File: config.mk
export PLATFORM = sky130hd
export DESIGN_NAME = prefix_table_flag_classifier_core_flat
export DESIGN_NICKNAME = d
export VERILOG_FILES = /design/src/hdl/ptfc_pkg.sv /design/src/hdl/ptfc_req_if.sv /design/src/hdl/ptfc_rsp_if.sv /design/src/hdl/ptfc_cfg_if.sv /design/src/hdl/ptfc_slot_table.sv /design/src/hdl/ptfc_match_engine.sv /design/src/hdl/prefix_table_flag_classifier_core.sv /design/src/flat_wrapper.sv
export SDC_FILE = /design/constraint.sdc
export NUM_CORES = 2
export LEC_CHECK = 0
export ABC_CLOCK_PERIOD_IN_PS = 6500
export BUFFER_PORTS_ARGS = -buffer_cell sky130_fd_sc_hd__buf_2
export CAP_MARGIN = 20
export CORE_MARGIN = 2
export CORE_UTILIZATION = 55
export CTS_CLUSTER_DIAMETER = 60
export DETAILED_ROUTE_END_ITERATION = 7
export PLACE_DENSITY = 0.69
export SETUP_SLACK_MARGIN = 0.02
export SYNTH_ARGS = -nofsm -noshare
export SYNTH_HDL_FRONTEND = slang
export SYNTH_SLANG_ARGS = --single-unit
export TNS_END_PERCENT = 10
File: constraint.sdc
create_clock -name clk -period 6.5 [get_ports clk]
set_input_delay 1.3 -clock clk [delete_from_list [all_inputs] [get_ports clk]]
set_output_delay 1.3 -clock clk [all_outputs]
set_load 0.01 [all_outputs]
File: src/hdl/ptfc_pkg.sv
// ============================================================================
// Prefix table flag classifier package
// Constants, request and response types and the case folding helper that the
// classifier modules share.
// ============================================================================
package ptfc_pkg;

	// Table geometry.
	localparam int TABLE_SLOTS = 16;
	localparam int NAME_BYTES  = 28;
	localparam int MEM_DEPTH   = TABLE_SLOTS * NAME_BYTES;

	// Field widths of the request, response and configuration channels.
	localparam int OPCODE_W     = 2;
	localparam int SLOT_FIELD_W = 4;
	localparam int POS_W        = 5;
	localparam int CHAR_W       = 8;
	localparam int PLEN_W       = 5;
	localparam int FLAG_W       = 8;
	localparam int CNT_W        = 5;
	localparam int MAP_W        = 16;
	localparam int REG_IDX_W    = 1;
	localparam int WDATA_W      = 8;

	// Internal widths derived from the table geometry.
	localparam int SLOT_W = (TABLE_SLOTS > 1) ? $clog2(TABLE_SLOTS) : 1;
	localparam int LEN_W  = $clog2(NAME_BYTES + 1);
	localparam int ADDR_W = (MEM_DEPTH > 1) ? $clog2(MEM_DEPTH) : 1;

	// Request opcodes.
	localparam logic [OPCODE_W-1:0] OP_PAT  = 2'd0;
	localparam logic [OPCODE_W-1:0] OP_SLOT = 2'd1;
	localparam logic [OPCODE_W-1:0] OP_NAME = 2'd2;

	// Configuration register indexes.
	localparam logic [REG_IDX_W-1:0] REG_FLAG_MASK   = 1'd0;
	localparam logic [REG_IDX_W-1:0] REG_ENTRY_COUNT = 1'd1;

	typedef struct packed {
		logic              en;
		logic [ADDR_W-1:0] addr;
		logic [CHAR_W-1:0] data;
	} pat_wr_t;

	typedef struct packed {
		logic              en;
		logic [SLOT_W-1:0] slot;
		logic [LEN_W-1:0]  len;
		logic [FLAG_W-1:0] bits;
	} slot_wr_t;

	typedef struct packed {
		logic [LEN_W-1:0]  len;
		logic [FLAG_W-1:0] bits;
	} slot_info_t;

	typedef struct packed {
		logic              start;
		logic [CHAR_W-1:0] ch;
		logic              last;
		logic [FLAG_W-1:0] eflags;
	} name_cmd_t;

	typedef struct packed {
		logic [FLAG_W-1:0] flag_mask;
		logic [CNT_W-1:0]  entry_count;
	} cfg_regs_t;

	typedef struct packed {
		logic [FLAG_W-1:0] new_flags;
		logic [MAP_W-1:0]  matched_slots;
	} result_t;

	// Maps upper case ASCII letters onto lower case; other bytes pass.
	function automatic logic [CHAR_W-1:0] fold_case(input logic [CHAR_W-1:0] c);
		logic [CHAR_W-1:0] r;
		r = c;
		if (c inside {[8'h41:8'h5A]}) begin
			r = c + 8'h20;
		end
		return r;
	endfunction

endpackage

File: src/hdl/ptfc_req_if.sv
// ============================================================================
// Classifier request channel
// Valid/ready channel carrying one table write or one entry name byte.
// ============================================================================
interface ptfc_req_if;
	logic                               valid;
	logic                               ready;
	logic [ptfc_pkg::OPCODE_W-1:0]      opcode;
	logic [ptfc_pkg::SLOT_FIELD_W-1:0]  slot;
	logic [ptfc_pkg::POS_W-1:0]         position;
	logic [ptfc_pkg::CHAR_W-1:0]        char_byte;
	logic [ptfc_pkg::PLEN_W-1:0]        pattern_len;
	logic [ptfc_pkg::FLAG_W-1:0]        record_bits;
	logic [ptfc_pkg::FLAG_W-1:0]        entry_flags;
	logic                               last;

	modport source (
		output valid, opcode, slot, position, char_byte, pattern_len,
		record_bits, entry_flags, last,
		input  ready
	);
	modport sink (
		input  valid, opcode, slot, position, char_byte, pattern_len,
		record_bits, entry_flags, last,
		output ready
	);
endinterface

File: src/hdl/ptfc_rsp_if.sv
// ============================================================================
// Classifier response channel
// Valid/ready channel carrying the updated flags and the matched slot map.
// ============================================================================
interface ptfc_rsp_if;
	logic                          valid;
	logic                          ready;
	logic [ptfc_pkg::FLAG_W-1:0]   new_flags;
	logic [ptfc_pkg::MAP_W-1:0]    matched_slots;

	modport source (output valid, new_flags, matched_slots, input ready);
	modport sink   (input valid, new_flags, matched_slots, output ready);
endinterface

File: src/hdl/ptfc_cfg_if.sv
// ============================================================================
// Classifier configuration channel
// Valid/ready register write channel with a register index and write data.
// ============================================================================
interface ptfc_cfg_if;
	logic                            valid;
	logic                            ready;
	logic [ptfc_pkg::REG_IDX_W-1:0]  reg_index;
	logic [ptfc_pkg::WDATA_W-1:0]    wdata;

	modport source (output valid, reg_index, wdata, input ready);
	modport sink   (input valid, reg_index, wdata, output ready);
endinterface

File: src/hdl/ptfc_slot_table.sv
// ============================================================================
// Classifier slot table
// Per slot pattern length and flag bits, written by slot requests and read
// at the slot that the match engine is currently evaluating.
// ============================================================================
module ptfc_slot_table (
	input  logic                               clk,
	input  ptfc_pkg::slot_wr_t                 slot_wr,
	input  logic [ptfc_pkg::SLOT_W-1:0]        rd_slot,
	output ptfc_pkg::slot_info_t               slot_info
);

	logic [ptfc_pkg::LEN_W-1:0]  len_q  [ptfc_pkg::TABLE_SLOTS];
	logic [ptfc_pkg::FLAG_W-1:0] bits_q [ptfc_pkg::TABLE_SLOTS];

	// Contents are undefined until written, so no reset.
	always_ff @(posedge clk) begin
		if (slot_wr.en) begin
			len_q[slot_wr.slot]  <= slot_wr.len;
			bits_q[slot_wr.slot] <= slot_wr.bits;
		end
	end

	assign slot_info.len  = len_q[rd_slot];
	assign slot_info.bits = bits_q[rd_slot];

endmodule

File: src/hdl/ptfc_match_engine.sv
// ============================================================================
// Classifier match engine
// Holds the pattern memory and sweeps all slots for every name byte, keeping
// per slot mismatch bits and building the result on the last byte.
// ============================================================================
module ptfc_match_engine (
	input  logic                               clk,
	input  logic                               arst_n,
	input  ptfc_pkg::pat_wr_t                  pat_wr,
	input  ptfc_pkg::name_cmd_t                name_cmd,
	input  ptfc_pkg::cfg_regs_t                cfg_regs,
	input  ptfc_pkg::slot_info_t               slot_info,
	input  logic                               out_free,
	output logic [ptfc_pkg::SLOT_W-1:0]        rd_slot,
	output logic                               idle,
	output logic                               res_valid,
	output ptfc_pkg::result_t                  result
);

	localparam logic [1:0] ST_IDLE  = 2'd0;
	localparam logic [1:0] ST_SWEEP = 2'd1;
	localparam logic [1:0] ST_TAIL  = 2'd2;
	localparam logic [1:0] ST_DRAIN = 2'd3;

	logic [1:0]                        state_q;
	logic [ptfc_pkg::SLOT_W-1:0]       iss_q;
	logic [ptfc_pkg::ADDR_W-1:0]       base_q;
	logic [ptfc_pkg::LEN_W-1:0]        cmp_pos_q;
	logic                              cmp_en_q;
	logic [ptfc_pkg::LEN_W-1:0]        bs_q;
	logic [ptfc_pkg::CHAR_W-1:0]       ch_q;
	logic                              last_q;
	logic [ptfc_pkg::FLAG_W-1:0]       flags_q;
	logic [ptfc_pkg::MAP_W-1:0]        map_q;
	logic [ptfc_pkg::TABLE_SLOTS-1:0]  mm_q;
	logic                              vld_s1;
	logic [ptfc_pkg::SLOT_W-1:0]       slot_s1;
	logic [ptfc_pkg::CHAR_W-1:0]       rdata_s1;

	logic [ptfc_pkg::CHAR_W-1:0]       mem [ptfc_pkg::MEM_DEPTH];

	logic                              rd_en;
	logic [ptfc_pkg::ADDR_W-1:0]       rd_addr;
	logic [ptfc_pkg::CHAR_W-1:0]       pat_byte;
	logic                              new_mis;
	logic                              mm_fin;
	logic                              in_use;
	logic                              hit;

	// The pattern memory is only read while the name is still within reach.
	assign rd_en   = (state_q == ST_SWEEP) && cmp_en_q;
	assign rd_addr = ptfc_pkg::ADDR_W'(base_q + ptfc_pkg::ADDR_W'(cmp_pos_q));

	always_ff @(posedge clk) begin
		if (pat_wr.en) begin
			mem[pat_wr.addr] <= pat_wr.data;
		end
		if (rd_en) begin
			rdata_s1 <= mem[rd_addr];
		end
	end

	assign pat_byte = ptfc_pkg::fold_case(rdata_s1);
	assign new_mis  = cmp_en_q && (cmp_pos_q < slot_info.len) && (pat_byte != ch_q);
	assign mm_fin   = mm_q[slot_s1] | new_mis;
	assign in_use   = 32'(slot_s1) < 32'(cfg_regs.entry_count);
	assign hit      = !mm_fin && (slot_info.len <= bs_q) && in_use;
	assign rd_slot  = slot_s1;

	always_ff @(posedge clk or negedge arst_n) begin
		if (!arst_n) begin
			state_q   <= ST_IDLE;
			iss_q     <= '0;
			base_q    <= '0;
			cmp_pos_q <= '0;
			cmp_en_q  <= 1'b0;
			bs_q      <= '0;
			ch_q      <= '0;
			last_q    <= 1'b0;
			flags_q   <= '0;
			map_q     <= '0;
			mm_q      <= '0;
			vld_s1    <= 1'b0;
			slot_s1   <= '0;
		end else begin
			vld_s1  <= (state_q == ST_SWEEP);
			slot_s1 <= iss_q;
			case (state_q)
				ST_IDLE: begin
					if (name_cmd.start) begin
						cmp_pos_q <= bs_q;
						cmp_en_q  <= 32'(bs_q) < ptfc_pkg::NAME_BYTES;
						if (32'(bs_q) < ptfc_pkg::NAME_BYTES) begin
							bs_q <= bs_q + ptfc_pkg::LEN_W'(1);
						end
						ch_q    <= name_cmd.ch;
						last_q  <= name_cmd.last;
						flags_q <= name_cmd.eflags & ~cfg_regs.flag_mask;
						map_q   <= '0;
						iss_q   <= '0;
						base_q  <= '0;
						state_q <= ST_SWEEP;
					end
				end
				ST_SWEEP: begin
					iss_q  <= iss_q + ptfc_pkg::SLOT_W'(1);
					base_q <= ptfc_pkg::ADDR_W'(base_q + ptfc_pkg::ADDR_W'(ptfc_pkg::NAME_BYTES));
					if (iss_q == ptfc_pkg::SLOT_W'(ptfc_pkg::TABLE_SLOTS - 1)) begin
						state_q <= ST_TAIL;
					end
				end
				ST_TAIL: begin
					state_q <= last_q ? ST_DRAIN : ST_IDLE;
				end
				ST_DRAIN: begin
					if (out_free) begin
						mm_q    <= '0;
						bs_q    <= '0;
						state_q <= ST_IDLE;
					end
				end
				default: begin
					state_q <= ST_IDLE;
				end
			endcase

			// Second stage: the pattern byte of slot_s1 is back from memory.
			if (vld_s1) begin
				mm_q[slot_s1] <= mm_fin;
				if (last_q && hit) begin
					flags_q <= flags_q | slot_info.bits;
					if (32'(slot_s1) < ptfc_pkg::MAP_W) begin
						map_q <= map_q | (ptfc_pkg::MAP_W'(1) << slot_s1);
					end
				end
			end
		end
	end

	assign idle                 = (state_q == ST_IDLE);
	assign res_valid            = (state_q == ST_DRAIN) && out_free;
	assign result.new_flags     = flags_q;
	assign result.matched_slots = map_q;

endmodule

File: src/hdl/prefix_table_flag_classifier_core.sv
// ============================================================================
// Prefix table flag classifier
// Matches streamed entry names against a table of case-insensitive prefix
// patterns and returns updated flags plus a map of the matching slots.
// ============================================================================
// A table write request does not hold the block, and the next request
// is taken in the cycle after it. A name byte request holds the block through
// its accept in the idle state, a sweep state with one pattern memory read per
// slot, and a tail state to finish the last compare. A last name byte adds a
// drain state that waits for the response register to be free and hands the
// result over, and the next request waits for that handover.
// Reset clears the state machine, the mismatch bits, the byte count, both
// configuration registers and the response valid; tables are not cleared.
module prefix_table_flag_classifier_core (
	input  logic       clk,
	input  logic       arst_n,
	ptfc_req_if.sink   req,
	ptfc_rsp_if.source rsp,
	ptfc_cfg_if.sink   cfg
);

	// Configuration registers. The user must write them only while the block is
	// idle; the block itself does not enforce this, and the port is always ready.
	ptfc_pkg::cfg_regs_t  cfg_q;

	ptfc_pkg::pat_wr_t    pat_wr;
	ptfc_pkg::slot_wr_t   slot_wr;
	ptfc_pkg::name_cmd_t  name_cmd;
	ptfc_pkg::slot_info_t slot_info;
	ptfc_pkg::result_t    eng_result;
	ptfc_pkg::result_t    out_q;

	logic [ptfc_pkg::SLOT_W-1:0] rd_slot;
	logic                        eng_idle;
	logic                        res_valid;
	logic                        out_valid_q;
	logic                        out_free;
	logic                        accept;
	logic                        slot_ok;
	logic                        pos_ok;

	assign cfg.ready = 1'b1;

	always_ff @(posedge clk or negedge arst_n) begin
		if (!arst_n) begin
			cfg_q <= '0;
		end else if (cfg.valid) begin
			case (cfg.reg_index)
				ptfc_pkg::REG_FLAG_MASK: begin
					cfg_q.flag_mask <= cfg.wdata[ptfc_pkg::FLAG_W-1:0];
				end
				ptfc_pkg::REG_ENTRY_COUNT: begin
					cfg_q.entry_count <= cfg.wdata[ptfc_pkg::CNT_W-1:0];
				end
				default: begin
					cfg_q <= cfg_q;
				end
			endcase
		end
	end

	// The block takes a new request whenever the match engine is idle. A
	// result waiting in the response register does not hold off requests;
	// the engine itself waits for the register only when it has a result.
	assign req.ready = eng_idle;
	assign accept    = req.valid && req.ready;

	// Writes to slots or positions outside the table are dropped.
	assign slot_ok = 32'(req.slot) < ptfc_pkg::TABLE_SLOTS;
	assign pos_ok  = 32'(req.position) < ptfc_pkg::NAME_BYTES;

	// Pattern bytes live at slot * NAME_BYTES + position.
	assign pat_wr.en   = accept && (req.opcode == ptfc_pkg::OP_PAT) && slot_ok && pos_ok;
	assign pat_wr.addr = ptfc_pkg::ADDR_W'(32'(req.slot) * ptfc_pkg::NAME_BYTES
		+ 32'(req.position));
	assign pat_wr.data = req.char_byte;

	// Pattern lengths beyond the name buffer are saturated on the way in.
	assign slot_wr.en   = accept && (req.opcode == ptfc_pkg::OP_SLOT) && slot_ok;
	assign slot_wr.slot = ptfc_pkg::SLOT_W'(req.slot);
	assign slot_wr.len  = (32'(req.pattern_len) > ptfc_pkg::NAME_BYTES)
		? ptfc_pkg::LEN_W'(ptfc_pkg::NAME_BYTES) : ptfc_pkg::LEN_W'(req.pattern_len);
	assign slot_wr.bits = req.record_bits;

	// Name bytes are folded to lower case once, before the slot sweep.
	// Opcode 3 falls through all three decodes and is simply consumed.
	assign name_cmd.start  = accept && (req.opcode == ptfc_pkg::OP_NAME);
	assign name_cmd.ch     = ptfc_pkg::fold_case(req.char_byte);
	assign name_cmd.last   = req.last;
	assign name_cmd.eflags = req.entry_flags;

	ptfc_slot_table u_slot_table (
		.clk       (clk),
		.slot_wr   (slot_wr),
		.rd_slot   (rd_slot),
		.slot_info (slot_info)
	);

	ptfc_match_engine u_match_engine (
		.clk       (clk),
		.arst_n    (arst_n),
		.pat_wr    (pat_wr),
		.name_cmd  (name_cmd),
		.cfg_regs  (cfg_q),
		.slot_info (slot_info),
		.out_free  (out_free),
		.rd_slot   (rd_slot),
		.idle      (eng_idle),
		.res_valid (res_valid),
		.result    (eng_result)
	);

	// Response register: it is free when empty or when its result leaves in
	// this cycle, so back-to-back results need no bubble.
	assign out_free = !out_valid_q || rsp.ready;

	always_ff @(posedge clk or negedge arst_n) begin
		if (!arst_n) begin
			out_valid_q <= 1'b0;
		end else if (res_valid) begin
			out_valid_q <= 1'b1;
		end else if (rsp.ready) begin
			out_valid_q <= 1'b0;
		end
	end

	always_ff @(posedge clk) begin
		if (res_valid) begin
			out_q <= eng_result;
		end
	end

	assign rsp.valid         = out_valid_q;
	assign rsp.new_flags     = out_q.new_flags;
	assign rsp.matched_slots = out_q.matched_slots;

endmodule

File: src/flat_wrapper.sv
// flat-port wrapper written by rule: the top's interface ports become plain ports
module prefix_table_flag_classifier_core_flat 
  (clk, arst_n, req_valid, req_opcode, req_slot, req_position, req_char_byte, req_pattern_len, req_record_bits, req_entry_flags, req_last, req_ready, rsp_valid, rsp_new_flags, rsp_matched_slots, rsp_ready, cfg_valid, cfg_reg_index, cfg_wdata, cfg_ready);
  ptfc_req_if req_i ();
  ptfc_rsp_if rsp_i ();
  ptfc_cfg_if cfg_i ();
  input  logic clk;
  input  logic arst_n;
  input wire logic [$bits(req_i.valid)-1:0] req_valid;
  input wire logic [$bits(req_i.opcode)-1:0] req_opcode;
  input wire logic [$bits(req_i.slot)-1:0] req_slot;
  input wire logic [$bits(req_i.position)-1:0] req_position;
  input wire logic [$bits(req_i.char_byte)-1:0] req_char_byte;
  input wire logic [$bits(req_i.pattern_len)-1:0] req_pattern_len;
  input wire logic [$bits(req_i.record_bits)-1:0] req_record_bits;
  input wire logic [$bits(req_i.entry_flags)-1:0] req_entry_flags;
  input wire logic [$bits(req_i.last)-1:0] req_last;
  output wire logic [$bits(req_i.ready)-1:0] req_ready;
  output wire logic [$bits(rsp_i.valid)-1:0] rsp_valid;
  output wire logic [$bits(rsp_i.new_flags)-1:0] rsp_new_flags;
  output wire logic [$bits(rsp_i.matched_slots)-1:0] rsp_matched_slots;
  input wire logic [$bits(rsp_i.ready)-1:0] rsp_ready;
  input wire logic [$bits(cfg_i.valid)-1:0] cfg_valid;
  input wire logic [$bits(cfg_i.reg_index)-1:0] cfg_reg_index;
  input wire logic [$bits(cfg_i.wdata)-1:0] cfg_wdata;
  output wire logic [$bits(cfg_i.ready)-1:0] cfg_ready;
  assign req_i.valid = req_valid;
  assign req_i.opcode = req_opcode;
  assign req_i.slot = req_slot;
  assign req_i.position = req_position;
  assign req_i.char_byte = req_char_byte;
  assign req_i.pattern_len = req_pattern_len;
  assign req_i.record_bits = req_record_bits;
  assign req_i.entry_flags = req_entry_flags;
  assign req_i.last = req_last;
  assign req_ready = req_i.ready;
  assign rsp_valid = rsp_i.valid;
  assign rsp_new_flags = rsp_i.new_flags;
  assign rsp_matched_slots = rsp_i.matched_slots;
  assign rsp_i.ready = rsp_ready;
  assign cfg_i.valid = cfg_valid;
  assign cfg_i.reg_index = cfg_reg_index;
  assign cfg_i.wdata = cfg_wdata;
  assign cfg_ready = cfg_i.ready;
  prefix_table_flag_classifier_core u_core (.clk(clk), .arst_n(arst_n), .req(req_i), .rsp(rsp_i), .cfg(cfg_i));
endmodule
==> results by group <==
CTS
  • Post-CTS Setup Bufs: 0
  • # hold bufs at CTS: 0
  • Clock Latency Late Sink: 0.91 ns
  • H-tree depth: 5
  • CTS tree: built
  • Clock Pin Slew Worst Setup and Hold Paths: 0.06 ns
  • Clock buffer depth: 4
  • CTS Root Cell: clkbuf_16
  • CTS Buf Count: 392
  • Post-CTS sizing: 0
  • Clk sinks: 3916

Routing
  • Post-route ant nets: 0
  • Post-Route WL: 401800 um
  • First DRT Iteration DRCs: 11883
  • Vias per cell: 6.564
  • Vias: 78958
  • Drc violations: 0
  • TritonRoute pass-1 iters: 6
  • WL/cell: 33.40 um

Floorplanning
  • Initial Util: 55.28%
  • I/O Pins: 82
  • Die height: 531.2 um
  • Die area: 282100 um^2
  • Core Region: 276500 um^2
  • Std-Cell Rows: 193
  • Die Width: 531.2 um

Timing
  • Max Fclk: 182.1 MHz
  • Max transition margin: 16.26%
  • Max-slew violation count: 0
  • Unrepaired setup endpoints after global routing: no
  • Crit share post-route: 84.48%
  • Final min period: 5.491 ns
  • Clk_skew: 0.05812 ns
  • Tightest Pin Transition: 1.253 ns
  • Final Setup Violations: 0
  • Final setup TNS: 0 ns
  • Hold Fails Final Rpt: 0

Finish
  • Final Instance Area: 175000 um^2
  • Layout area overhead: 14.46%
  • Fill cells: 18205
  • Layout cell share with drive strength beyond 1: 29.90%
  • Nets: 8107
  • Core Util, Final: 63.28%

Yosys
  • Post-synth top cells: 3824 x edfxtp_1, 1046 x mux4_2, 512 x nor2_1, 368 x nand2_1, 202 x clkbuf_1
  • Count leader, synth: edfxtp_1
  • Post-Syn Instances: 7203
  • Async SR Flop Fraction: 2.349%
  • Mean post-synth cell area: 21.22 um^2
  • EDFF count, synth: 3824
  • Post-synth top area cell: edfxtp_1
  • Syn Nets: 7298
  • Post-Syn Area: 152900 um^2
  • Synthesis-stage register bit count: 3916
  • Sequential share of the synthesized area: 76.63%
  • Yosys warning count: 0
  • Synth cell types: 74
  • Synth top area share: 75.12%
  • Top cells by area, synth: edfxtp_1 75%, mux4_2 15%, dfrtp_1 1.5%
  • Post-synth top flop: edfxtp_1

Power
  • Clock Power Share: 28.8%
  • Pleak: 55.89 nW
  • Sequential Power Share: 37.8%
  • Combinational power share: 33.4%
  • Peak VDD IR: 0.0004044 V
  • Pwr Density: 431.7 nW/um^2
  • Psw: 0.02567 W
  • Sw Share: 33.99%
  • P_int: 0.04986 W

Global routing
  • Initial antenna violation count: 27
  • Grt total ovfl: 0
  • Largest net degree at the start of global routing: 197
  • First-pass GRT wire length: 572700 um
  • Total track usage: 28.61%
  • Vias in the first global route: 78050

Outcome
  • Status: complete, no violations

Setup path
  • Worst endpoint data arrival time: 6.03 ns
  • Required @ worst endpoint: 7.04 ns
  • Startpoint Class: primary input
  • Crit end category: flip-flop
  • WS Path Type: in -> reg
  • Worst-path fanout max: 16

Worst hold path
  • Worst hold path class: in -> async

Placed design
  • IO Port Bufs: 80
  • Routability cong.: 0.9160
  • DP Wirelength: 242300 um
  • Cell Area, Placed: 162700 um^2

Flow run
  • Max-cap violations: 0
-- metrics by stage --
stage / hold WS, ns / setup WS (ns) / instances / total power [W]
after floorplan: 0.3891 / 1.532 / 7203 / 0.04324
after global placement: 0.4090 / 0.02286 / 11319 / 0.05365
after detailed placement: 0.4110 / 0.1496 / 11321 / 0.05391
after CTS: 0.2125 / 1.062 / 12021 / 0.07544
after global routing: 0.2625 / 0.8381 / 12024 / 0.07742
final: 0.2723 / 1.009 / 12029 / 0.07553
-- worst max-delay path, cell delays in order --
cell	delay, ns
buf_2	0.16
inv_1	0.11
fa_1	0.52
inv_1	0.04
ha_1	0.21
fa_1	0.65
o21ai_0	0.19
nor3b_1	0.26
xor2_1	0.14
buf_4	0.18
nor3_1	0.75
nand2_1	0.73
nor2_1	0.77
-- cells in the final DEF (no fill, tap or decap), drive strengths merged, types with 12 or more instances in the layout --
cell type and instances:
and2 17, xor2 12, nand3 94, nand2 368
a22o 17, o21ai 60, ha 35, edfxtp 3824
dfrtp 92, bufinv 29, a211oi 36, mux4 1046
clkbuf 476, o22ai 41, buf 839, nor2 512
nand4 21, nor2b 24, inv 38, mux2 19
a31oi 30, xnor2 20, o31ai 21, a22oi 12
and3 31, a32oi 16, clkinv 181, mux2i 132
o211ai 27, o221ai 21, a21oi 76, nor3 21
-- power by group through the flow --
stage,Sequential [W],Clock (W),Combinational [W]
final,0.0285,0.0217,0.0253
after CTS,0.0285,0.0220,0.0249
after detailed placement,0.0290,0,0.0249
after global routing,0.0285,0.0229,0.0260
after global placement,0.0290,0,0.0246
after floorplan,0.0287,0,0.0145
-- routing by layer --
layer  vias up  part of all wire [%]  track usage, %
met1     41783                    38           40.61
met2      4864                    48           44.64
met5         -                 0.036               0
li1      31539                     -               -
met4        20                   3.7           9.799
met3       752                    11           6.151
-- path summary, 6_finish.rpt --
| path | slack (ns) | cells after the start | start | end |
|---|---|---|---|---|
| worst max-delay path | 1.01 | 13 | req_slot[1] | u_core.u_match_engine.mem[291][7] |
| worst min-delay path | 0.27 | 1 | arst_n | u_core.u_match_engine.flags_q[0] |
| worst max register to register | 1.15 | 12 | u_core.u_match_engine.cmp_pos_q[3] | u_core.u_match_engine.rdata_s1[4] |
| worst min register to register | 0.42 | 0 | u_core.u_match_engine.iss_q[3] | u_core.u_match_engine.rd_slot[3] |
| max in group asynchronous | 4.85 | 2 | arst_n | u_core.u_match_engine.rd_slot[0] |
| min in group clk | 0.42 | 0 | u_core.u_match_engine.iss_q[3] | u_core.u_match_engine.rd_slot[3] |
-- cells by family after synthesis --
kind of cell / count (synthesis) / synth area share [%]
flip-flops: 3916 / 76.63
multiplexers: 1197 / 16.42
AND/OR/NAND/NOR: 1133 / 3.137
buffers and inverters: 454 / 1.332
AO/OA/AOI/OAI: 430 / 1.942
adder cells (fa/ha/maj): 40 / 0.3520
XOR/XNOR: 32 / 0.1883
other: 1 / 0.002453
-- layout make-up --
| class | count | area [um^2] | share of cell area [%] |
|---|---|---|---|
| Clock inverter | 224 | 1999 | 1.143 |
| Sequential cell | 3916 | 117100 | 66.95 |
| Multi-Input combinational cell | 2833 | 33980 | 19.42 |
| Timing Repair Buffer | 839 | 6838 | 3.908 |
| Clock buffer | 476 | 10240 | 5.853 |
| Antenna cell | 6 | 15.01 | 0.008581 |
| Inverter | 30 | 115.1 | 0.06579 |
| Tap cell | 3705 | 4636 | 2.650 |
-- state kept, by name (all words and copies together) (netlist names), 5 cells and up --
register and count:
u_core.u_match_engine.bs_q 5, u_core.u_match_engine.flags_q 8, u_core.u_match_engine.rdata_s1 8, u_core.u_match_engine.mm_q 16, u_core.u_match_engine.mem 3584, u_core.u_match_engine.cmp_pos_q 5
u_core.rsp.new_flags 8, u_core.u_match_engine.ch_q 8, u_core.cfg_q 13, u_core.u_match_engine.base_q 7, u_core.rsp.matched_slots 16, u_core.u_match_engine.map_q 16
u_core.u_slot_table.len_q 80, u_core.u_slot_table.bits_q 128
Power figures use the tool's default switching activity.
